--- src/rtl/core/assert_macros.svh ---
// Assertion helpers. Expect clk_i and rst_ni in the enclosing module.
`ifndef ASSERT_MACROS_SVH
`define ASSERT_MACROS_SVH

`define ASSERT_ALWAYS(label, prop, msg) \
  label: assert property (@(posedge clk_i) disable iff (!rst_ni) (prop)) else $error(msg);

`define ASSERT_NEVER(label, cond, msg) \
  `ASSERT_ALWAYS(label, !(cond), msg)

`endif

--- src/rtl/core/tnw_pkg.sv ---
package tnw_pkg;

  localparam int VAL_W = 32;
  localparam int POS_W = 32;
  localparam int CAP_W = 4;

  typedef struct packed {
    logic signed [VAL_W-1:0] value;
    logic [POS_W-1:0]        pos;
  } entry_t;

  // (value, position) order, value compared as signed
  function automatic logic pair_less(entry_t a, entry_t b);
    logic r;
    if (a.value != b.value) begin
      r = (a.value < b.value);
    end else begin
      r = (a.pos < b.pos);
    end
    return r;
  endfunction

endpackage

--- src/rtl/core/top_n_column_winsorizer.sv ---
// Channel   Handshake              Payload
// in        in_valid_i/in_ready_o  sample_value_i, entry_position_i, column_end_i
// out       out_valid_o/out_ready_i write_position_o, clamped_value_o, run_last_o
// cfg       cfg_we_i               cfg_wdata_i (cap_count)
//
// An item into an empty store is written at once. Otherwise it is appended at the top, or, when the
// store is full, it replaces the smallest entry or is dropped; kept entries are moved to make room.
// All moves go through the one-read, one-write kept store, one entry per cycle.
// A column end that rewrites first reads the smallest kept value, then waits on out for each rewrite.
// in_ready_o is high only while no item is in work and no rewrite is pending.
// Reset clears the fill count, column length and cap; the store needs no clearing.
`include "assert_macros.svh"

module top_n_column_winsorizer
  import tnw_pkg::*;
#(
  parameter int KEEP_DEPTH = 16
) (
  input  logic                    clk_i,
  input  logic                    rst_ni,
  input  logic                    in_valid_i,
  output logic                    in_ready_o,
  input  logic signed [VAL_W-1:0] sample_value_i,
  input  logic [POS_W-1:0]        entry_position_i,
  input  logic                    column_end_i,
  output logic                    out_valid_o,
  input  logic                    out_ready_i,
  output logic [POS_W-1:0]        write_position_o,
  output logic signed [VAL_W-1:0] clamped_value_o,
  output logic                    run_last_o,
  input  logic                    cfg_we_i,
  input  logic [CAP_W-1:0]        cfg_wdata_i
);

  localparam int AW = (KEEP_DEPTH > 1) ? $clog2(KEEP_DEPTH) : 1;
  localparam int FW = $clog2(KEEP_DEPTH + 1);
  localparam int LW = $clog2(KEEP_DEPTH + 2);
  localparam int KW = ((FW > CAP_W) ? FW : CAP_W) + 1;
  localparam logic [KW-1:0] N_MAX   = KW'(KEEP_DEPTH - 1);
  localparam logic [LW-1:0] LEN_MAX = LW'(KEEP_DEPTH + 1);

  typedef enum logic [8:0] {
    S_IDLE    = 9'b000000001,
    S_APP_CMP = 9'b000000010,
    S_REP_CHK = 9'b000000100,
    S_REP_CMP = 9'b000001000,
    S_PLACE   = 9'b000010000,
    S_POST    = 9'b000100000,
    S_LOW     = 9'b001000000,
    S_DR_CAP  = 9'b010000000,
    S_DR_OUT  = 9'b100000000
  } state_e;

  state_e                  state_q, state_d;
  logic [CAP_W-1:0]        cap_q;
  logic [FW-1:0]           fill_q, fill_d;
  logic [LW-1:0]           len_q, len_d;
  logic [AW-1:0]           k_q, k_d;
  entry_t                  new_q, new_d;
  logic                    last_q, last_d;
  logic signed [VAL_W-1:0] low_q, low_d;
  logic                    oval_q, oval_d;
  logic [POS_W-1:0]        wpos_q, wpos_d;
  logic signed [VAL_W-1:0] cval_q, cval_d;
  logic                    rlast_q, rlast_d;

  logic          st_we;
  logic [AW-1:0] st_waddr, st_raddr;
  entry_t        st_wdata, st_rdata;

  logic [KW-1:0] cap_ext, n_w, keep_w, fill_ext, len_ext;
  logic          append_w;
  entry_t        in_entry;

  tnw_store #(
    .DEPTH (KEEP_DEPTH),
    .AW    (AW)
  ) u_store (
    .clk_i   (clk_i),
    .we_i    (st_we),
    .waddr_i (st_waddr),
    .wdata_i (st_wdata),
    .raddr_i (st_raddr),
    .rdata_o (st_rdata)
  );

  assign cap_ext  = KW'(cap_q);
  assign n_w      = (cap_ext > N_MAX) ? N_MAX : cap_ext;
  assign keep_w   = n_w + KW'(1);
  assign fill_ext = KW'(fill_q);
  assign len_ext  = KW'(len_q);
  assign append_w = (fill_ext < keep_w);
  assign in_entry = '{value: sample_value_i, pos: entry_position_i};

  always_comb begin
    state_d  = state_q;
    fill_d   = fill_q;
    len_d    = len_q;
    k_d      = k_q;
    new_d    = new_q;
    last_d   = last_q;
    low_d    = low_q;
    oval_d   = oval_q;
    wpos_d   = wpos_q;
    cval_d   = cval_q;
    rlast_d  = rlast_q;
    st_we    = 1'b0;
    st_waddr = k_q;
    st_wdata = new_q;
    st_raddr = AW'(0);

    case (state_q)
      S_IDLE: begin
        // prefetch the entry the newcomer is first compared with
        st_raddr = append_w ? AW'(fill_q - FW'(1)) : AW'(0);
        if (in_valid_i) begin
          new_d  = in_entry;
          last_d = column_end_i;
          len_d  = (len_q == LEN_MAX) ? len_q : len_q + LW'(1);
          if (append_w) begin
            fill_d = fill_q + FW'(1);
            k_d    = AW'(fill_q);
            if (fill_q == '0) begin
              st_we    = 1'b1;
              st_waddr = AW'(0);
              st_wdata = in_entry;
              state_d  = S_POST;
            end else begin
              state_d = S_APP_CMP;
            end
          end else begin
            k_d     = AW'(0);
            state_d = S_REP_CHK;
          end
        end
      end

      // walk down from the top, moving larger entries up one slot
      S_APP_CMP: begin
        st_we = 1'b1;
        if (pair_less(new_q, st_rdata)) begin
          st_wdata = st_rdata;
          k_d      = k_q - AW'(1);
          if (k_q == AW'(1)) begin
            state_d = S_PLACE;
          end else begin
            st_raddr = k_q - AW'(2);
          end
        end else begin
          state_d = S_POST;
        end
      end

      // full store: newcomer must beat the smallest value strictly
      S_REP_CHK: begin
        if (new_q.value > st_rdata.value) begin
          if (fill_q == FW'(1)) begin
            state_d = S_PLACE;
          end else begin
            st_raddr = AW'(1);
            state_d  = S_REP_CMP;
          end
        end else begin
          state_d = S_POST;
        end
      end

      // walk up from the bottom, moving smaller entries down over the dropped one
      S_REP_CMP: begin
        st_we = 1'b1;
        if (!pair_less(new_q, st_rdata)) begin
          st_wdata = st_rdata;
          k_d      = k_q + AW'(1);
          if (KW'(k_q) + KW'(2) == fill_ext) begin
            state_d = S_PLACE;
          end else begin
            st_raddr = k_q + AW'(2);
          end
        end else begin
          state_d = S_POST;
        end
      end

      S_PLACE: begin
        st_we   = 1'b1;
        state_d = S_POST;
      end

      S_POST: begin
        if (last_q) begin
          if ((len_ext > keep_w) && (fill_q > FW'(1))) begin
            st_raddr = AW'(0);
            state_d  = S_LOW;
          end else begin
            fill_d  = '0;
            len_d   = '0;
            state_d = S_IDLE;
          end
        end else begin
          state_d = S_IDLE;
        end
      end

      S_LOW: begin
        low_d    = st_rdata.value;
        st_raddr = AW'(1);
        k_d      = AW'(1);
        state_d  = S_DR_CAP;
      end

      S_DR_CAP: begin
        oval_d  = 1'b1;
        wpos_d  = st_rdata.pos;
        cval_d  = low_q;
        rlast_d = (KW'(k_q) + KW'(1) == fill_ext);
        state_d = S_DR_OUT;
      end

      S_DR_OUT: begin
        if (out_ready_i) begin
          oval_d = 1'b0;
          if (rlast_q) begin
            fill_d  = '0;
            len_d   = '0;
            state_d = S_IDLE;
          end else begin
            k_d      = k_q + AW'(1);
            st_raddr = k_q + AW'(1);
            state_d  = S_DR_CAP;
          end
        end
      end

      default: begin
        state_d = S_IDLE;
      end
    endcase
  end

  always_ff @(posedge clk_i or negedge rst_ni) begin
    if (!rst_ni) begin
      state_q <= S_IDLE;
      cap_q   <= '0;
      fill_q  <= '0;
      len_q   <= '0;
      oval_q  <= 1'b0;
    end else begin
      state_q <= state_d;
      fill_q  <= fill_d;
      len_q   <= len_d;
      oval_q  <= oval_d;
      if (cfg_we_i) begin
        cap_q <= cfg_wdata_i;
      end
    end
  end

  always_ff @(posedge clk_i) begin
    k_q     <= k_d;
    new_q   <= new_d;
    last_q  <= last_d;
    low_q   <= low_d;
    wpos_q  <= wpos_d;
    cval_q  <= cval_d;
    rlast_q <= rlast_d;
  end

  assign in_ready_o       = (state_q == S_IDLE);
  assign out_valid_o      = oval_q;
  assign write_position_o = wpos_q;
  assign clamped_value_o  = cval_q;
  assign run_last_o       = rlast_q;

  `ASSERT_NEVER(a_ready_while_out, in_ready_o && out_valid_o, "input taken during drain")
  `ASSERT_ALWAYS(a_fill_range, int'(fill_q) <= KEEP_DEPTH, "fill count beyond depth")
  `ASSERT_ALWAYS(a_busy_after_in, (in_valid_i && in_ready_o) |=> !in_ready_o, "no work after transaction")
  `ASSERT_ALWAYS(a_clear_after_run, (out_valid_o && out_ready_i && run_last_o) |=> (fill_q == '0 && len_q == '0), "store not cleared after run")

endmodule

--- src/rtl/core/tnw_store.sv ---
module tnw_store
  import tnw_pkg::*;
#(
  parameter int DEPTH = 16,
  parameter int AW    = 4
) (
  input  logic          clk_i,
  input  logic          we_i,
  input  logic [AW-1:0] waddr_i,
  input  entry_t        wdata_i,
  input  logic [AW-1:0] raddr_i,
  output entry_t        rdata_o
);

  entry_t mem [DEPTH];
  entry_t rdata_q;

  always_ff @(posedge clk_i) begin
    if (we_i) begin
      mem[waddr_i] <= wdata_i;
    end
  end

  always_ff @(posedge clk_i) begin
    rdata_q <= mem[raddr_i];
  end

  assign rdata_o = rdata_q;

endmodule
--- config.mk ---
export PLATFORM = sky130hd
export DESIGN_NAME = top_n_column_winsorizer
export DESIGN_NICKNAME = d
export VERILOG_FILES = /design/src/rtl/core/tnw_pkg.sv /design/src/rtl/core/top_n_column_winsorizer.sv /design/src/rtl/core/tnw_store.sv
export VERILOG_INCLUDE_DIRS = /design/src /design/src/rtl/core
export SDC_FILE = /design/constraint.sdc
export NUM_CORES = 2
export LEC_CHECK = 0
export ABC_AREA = 1
export BUFFER_PORTS_ARGS = -buffer_cell sky130_fd_sc_hd__buf_2
export CELL_PAD_IN_SITES_DETAIL_PLACEMENT = 0
export CELL_PAD_IN_SITES_GLOBAL_PLACEMENT = 2
export CORE_ASPECT_RATIO = 1.75
export CORE_MARGIN = 2
export CORE_UTILIZATION = 40
export CTS_CLUSTER_DIAMETER = 200
export CTS_CLUSTER_SIZE = 16
export DETAILED_ROUTE_END_ITERATION = 8
export GPL_TIMING_DRIVEN = 0
export HOLD_SLACK_MARGIN = 0.02
export PLACE_DENSITY = 0.82
export SLEW_MARGIN = 10
export SYNTH_ARGS = -nofsm -noshare
export SYNTH_HDL_FRONTEND = slang
export SYNTH_HIERARCHICAL = 1
export SYNTH_SLANG_ARGS = --single-unit
--- constraint.sdc ---
create_clock -name clk_i -period 10.2 [get_ports clk_i]
set_input_delay 1.02 -clock clk_i [delete_from_list [all_inputs] [get_ports clk_i]]
set_output_delay 1.02 -clock clk_i [all_outputs]
set_load 0.05 [all_outputs]
Word level (Yosys, flattened, before mapping)
Memory sizes are Yosys's and may differ from the RTL's. A register that Yosys moved wholly into a read port is not among the register bits.
Cells that the tools add are included.

storage, ports and cells
  register bits = 190
  memory bits (writable) = 1024
  output and inout bits = 67
  word-level logic and storage cells = 133
  memories = 1

operators by class
  add/subtract/negate cells = 10
  order comparisons = 7
  eq/ne operators = 27
  multiplexer cells = 63
  reduce and logical (&&, ||, !) cells = 12

memories
  name         depth  width  read ports  clocked after memory_dff  write ports  line             source
  u_store.mem  16     64     1           1                         1            tnw_store.sv:15  entry_t mem [DEPTH];

operator list
  kind                   count
  $mux W64               5
  $pmux W64 S3           1
  $mux W9                9
  $pmux W9 S9            1
  $mux W4                18
  $lt A32 B32 Y1         2
  $mux W5                9
  $gt A32 B32 Y1         1
  $ne A32 B32 Y1         1
  $pmux W5 S3            2
  $pmux W4 S6            1
  $pmux W4 S5            1
  $ne A2 B2 Y1 const B   9
  $reduce_and A7 Y1      2
  $mux W1                11
  $add A4 B1 Y5 const B  2
  $add A5 B1 Y5 const B  2
  $eq A5 B5 Y1           2
  $eq A9 B1 Y1 const B   1
  $eq A9 B2 Y1 const B   1
  $eq A9 B3 Y1 const B   1
  $eq A9 B4 Y1 const B   1
  $eq A9 B5 Y1 const B   1
  $eq A9 B6 Y1 const B   1
  30 further kinds       34

Depth between registers and ports, before layout
  depth after elaboration = 9
  gate-level depth with buffers = 30
  gate-level depth less buffers = 27

By module
The synthesis kept the hierarchy.

by module, submodules not included
  module                   times used  cells an instance  area each (µm²)  sequential area each (µm²)
  tnw_store                1           4212               45235.9          32030.7
  top_n_column_winsorizer  1           1757               13397.8          5586.6

Worst setup path before layout
Ideal clock, no wire load.

  path type = register to register
  start point = reg state_q[2]
  end point = reg state_q[0]
  library setup time = 77 ps
  arrival time = 7680 ps
  data required time = 10123 ps
  path slack = 2442 ps
  stages on the path, launching flop included = 9
  path buffers = 0
  clock period less this slack = 7758 ps
  cell sequence = dfrtp_1 nor2_2 nand2_1 nor4_1 nor3_1 nand4_1 o221ai_1 nand4_1 nand2_1

on the way
  longest elaborated chain between the ends = 3
  elaborated cells between the ends (all ways) = 15

RTL lines
  what                                                           line                            source
  start, declared                                                top_n_column_winsorizer.sv:54   state_e state_q, state_d;
  start signal, assigned                                         top_n_column_winsorizer.sv:248  state_q <= state_d;
  $eq A9 B4 Y1 (tied with other cells)                           top_n_column_winsorizer.sv:112  case (state_q)
  $ne A3 B3 Y1 (no source line) or $ne A2 B2 Y1 (tied branches)  --
  $reduce_and A4 Y1 (no source line)                             --

Several ways; a longest one is shown, not always the timed one.
A chain may end at the register's enable or synchronous reset.

Worst setup path after layout
  start point = reg, netlist name u_store/rdata_o[63]
  end point = reg, netlist name u_store/rdata_o[27]

on the way
  longest elaborated chain between the ends = 5
  elaborated cells between the ends (all ways) = 10

RTL lines
  what                                              line                                                            source
  $lt A32 B32 Y1 or $ne A32 B32 Y1 (tied branches)  tnw_pkg.sv:16, tnw_pkg.sv:15
  $mux W1 *                                         tnw_pkg.sv:15                                                   if (a.value != b.value) begin
  $mux W1                                           top_n_column_winsorizer.sv:112
  $mux W4, on equally long branches                 top_n_column_winsorizer.sv:171, top_n_column_winsorizer.sv:141
  $pmux W4 S6 *                                     top_n_column_winsorizer.sv:112
  net st_raddr[2]                                   top_n_column_winsorizer.sv:68                                   logic [AW-1:0] st_waddr, st_raddr;

Mark *: on every way through the listed nets, which the timed path passes. The rest lies on a longest branch. The select of a mux whose other input is x is not followed.

==> results by group <==
Power
  • Worst VDD drop: 0.229 mV
  • Overall power: 22.7 mW
  • Leak: 27.8 nW
  • Cell Pwr Density: 346 nW/µm²

Global route
  • Vias in the first global route: 41088
  • Pin count of the biggest net entering global routing: 30
  • Total grt overflow: 0
  • First-pass GRT wire length: 291 mm
  • Total GRT Usage: 27.4%
  • Antenna violations before repair: 16

Yosys
  • Synth Area in Compound Gates: 2.48%
  • Synth Area in Simple Gates: 22.0%
  • Post-synth net total: 6128
  • Synth Register Bits: 1278
  • Asr flop ratio synth: 1.88%
  • Yosys warnings: 6
  • Post-synth cell types: 47
  • Post-synth top flop: edfxtp_1
  • Mux contribution to synthesized area: 0.0576%
  • Post-Synthesis Cell Area: 58600 µm²
  • EDFF count, synth: 1190
  • Post-Synth Adder-Cell Area: 1.81%
  • Synth Instances: 5969
  • Largest family of logic cells by synthesized area: simple AND/OR/NAND/NOR gates
  • Mapped Avg Cell Area: 9.82 µm²
  • Sequential share of the synthesized area: 64.2%
  • Synth Area in XOR/XNOR: 0.239%

Clock network
  • Clk sinks: 1278
  • Root buffer cell: clkbuf_16
  • CTS Buffer Depth: 3
  • Clk_lat worst skew: 0.73 ns
  • H-tree depth: 3
  • Post-cts sizing count: 0
  • CTS tree: yes
  • Clock transition at path regs: 0.08 ns
  • Post-CTS setup buffer count: 0
  • # hold bufs at CTS: 0
  • Num CTS Buffers: 89

Setup path
  • Crit. Startpoint: u_store/rdata_o[63]
  • Worst setup SP type: flip-flop
  • Worst-path fanout max: 10
  • Crit path required time: 10.81 ns
  • Worst path cell trace: inv_1 > ha_1 > nand2_1 > nor2_1 > nand2_1 > nor2_1 > nand2_1 > nand3_1 > nand3_2 > nand2_4 > nand3_1 > o21ai_0 > clkbuf_2 > clkbuf_1 > nand3_1 > nand3_1 > nand2_1
  • Crit end category: flip-flop
  • Reg2Reg Depth: 17
  • Worst reg2reg startpoint: u_store/rdata_o[63]
  • Crit path largest cell delay: 0.99 ns
  • Slowest-stage cell, CP: o21ai_0
  • Critical path type: flip-flop to flip-flop
  • Critical Path AT: 6.68 ns

Place
  • Worst slack at placement: 4.23 ns
  • Port-buffer cells: 139
  • Gpl congestion: 0.963
  • Post-detail-place hpwl: 154 mm

Die
  • Die X: 293 µm
  • Die Y-Extent: 510 µm
  • Row count: 185
  • Core area: 145000 µm²
  • Die area: 150000 µm²
  • I/O pin count: 141
  • Initial Util: 40.3%

Timing
  • Final min period: 6.07 ns
  • Relative slew slack: 16.1%
  • RSZ-0062 raised after global routing: false
  • Final setup viols: 0
  • Final period utilization: 59.5%
  • Fin. max-slew vios: 0
  • Worst-margin pin slew: 1.25 ns
  • Fmax: 165 MHz
  • Fin. Hold Viols: 0
  • Final Skew: 0.0338 ns
  • PnR worst setup slack: 4.13 ns

Route
  • First-pass DRT Iterations: 6
  • Drc violations: 0
  • Routed WL: 207 mm
  • Wirelength per Cell: 25.2 µm
  • Vias post-DR: 42826
  • Initial DRC count: 3896
  • Vias/cell: 5.22
  • Detail Route Antenna Nets: 0

Final layout
  • Final Util: 45.2%
  • Nets: 6423
  • Share of cells above drive strength 1: 9.11%
  • P&R area growth vs syn: 12.0%
  • # fillers: 13836

Status
  • Status: finished, final reports clean

Job
  • Max-cap violations: 0

Min path
  • Hold Crit Class: primary input to async pin
==> cells by family (layout without fill, tap and decap cells) <==
| group | after synthesis | after routing |
|---|---|---|
| muxes | 3 | 3 |
| buffers and inverters | 1283 | 1649 |
| xor gates and xnor gates | 16 | 16 |
| other | 0 | 5 |
| adders and majority gates | 85 | 85 |
| DFF | 1278 | 1278 |
| AOI/OAI and AO/OA | 278 | 278 |
| and+or+nand+nor | 3026 | 3026 |
==> critical path: cells and delay by family (launching register included) <==
family	cells	cell delay, ns
DFF	1	0.66
buffers and inverters	3	1.34
and+or+nand+nor	12	2.51
AOI/OAI and AO/OA	1	0.99
adders and majority gates	1	0.44
==> per-stage QoR <==
stage | cell area, µm² | hold WS [ns] | TNS (ns) | cells
3_3_place_gp | 61700 | 0.405 | -234.14 | 7978
2_1_floorplan | 58600 | 0.400 | 0 | 5969
4_1_cts | 65600 | 0.270 | 0 | 8205
5_1_grt | 65600 | 0.302 | 0 | 8206
3_5_place_dp | 63100 | 0.406 | 0 | 8043
6_report | 65700 | 0.289 | 0 | 8210
==> final cells by class <==
| class | instances | area [µm²] | share of cell area [%] |
|---|---|---|---|
| Sequential cell | 1278 | 37600 | 57.3 |
| Multi-Input combinational cell | 3408 | 15700 | 24.0 |
| Clock inverter | 6 | 81.3 | 0.124 |
| Inverter | 975 | 3660 | 5.58 |
| Clock buffer | 156 | 2500 | 3.81 |
| Tap cell | 1870 | 2340 | 3.56 |
| Timing Repair Buffer | 204 | 1950 | 2.96 |
| Antenna cell | 5 | 12.5 | 0.0191 |
| Buffer | 308 | 1750 | 2.67 |
==> power by group <==
part	internal, mW	switching [mW]	total, mW
logic	2.66	8.52	11.2
clock network	1.67	1.83	3.51
registers	7.52	0.495	8.01
==> layer usage <==
metal  up-vias  global-route usage [%]  part of all wire (%)
li1      20135                       -                     -
met1     20914                    31.4                    37
met2      1410                    51.4                    53
met3       363                    3.01                   5.1
met4         4                    11.7                   4.7
met5         -                       0                 0.013
==> path summary, 6_finish.rpt <==
kind,end,slack (ns)
worst max-delay path,u_store/rdata_o[27],4.13
min in group clk_i,clamped_value_o[30],0.42
worst min-delay path,state_q[2],0.29
worst min register to register,clamped_value_o[30],0.42
max in group asynchronous,state_q[8],9.49
worst max register to register,u_store/rdata_o[27],4.13
==> cell usage in the layout (no fill, tap or decap), types with 17 or more instances in the layout <==
| cell type | count |
|---|---|
| a21oi_1 | 39 |
| buf_1 | 26 |
| buf_12 | 33 |
| buf_16 | 17 |
| buf_2 | 303 |
| buf_4 | 38 |
| buf_6 | 38 |
| clkbuf_1 | 118 |
| clkbuf_16 | 90 |
| dfrtp_1 | 23 |
| dfxtp_1 | 64 |
| edfxtp_1 | 1190 |
| ha_1 | 85 |
| inv_1 | 969 |
| nand2_1 | 1863 |
| nand3_1 | 978 |
| nand4_1 | 79 |
| nor2_1 | 46 |
| nor2_4 | 17 |
| nor3_1 | 17 |
| o21ai_0 | 208 |
==> cells in the mapped netlist, types with 39 or more instances <==
library cell / instances / area [µm²]
a21oi_1: 39 / 195
buf_2: 160 / 801
clkbuf_1: 55 / 206
dfxtp_1: 64 / 1280
edfxtp_1: 1190 / 35700
ha_1: 85 / 1060
inv_1: 969 / 3640
nand2_1: 1863 / 6990
nand3_1: 978 / 4890
nand4_1: 79 / 494
nor2_1: 63 / 236
o21ai_0: 208 / 1040
==> state kept, by name, summed over array words and instances, names as in the netlist <==
name              count
len_q                 5
out_valid_o           1
low_q                32
u_store/rdata_o      64
cap_q                 4
run_last_o            1
clamped_value_o      32
fill_q                5
state_q               9
new_q                64
write_position_o     32
k_q                   4
u_store/mem        1024
last_q                1
No activity file was read; power rests on OpenSTA's default activity.
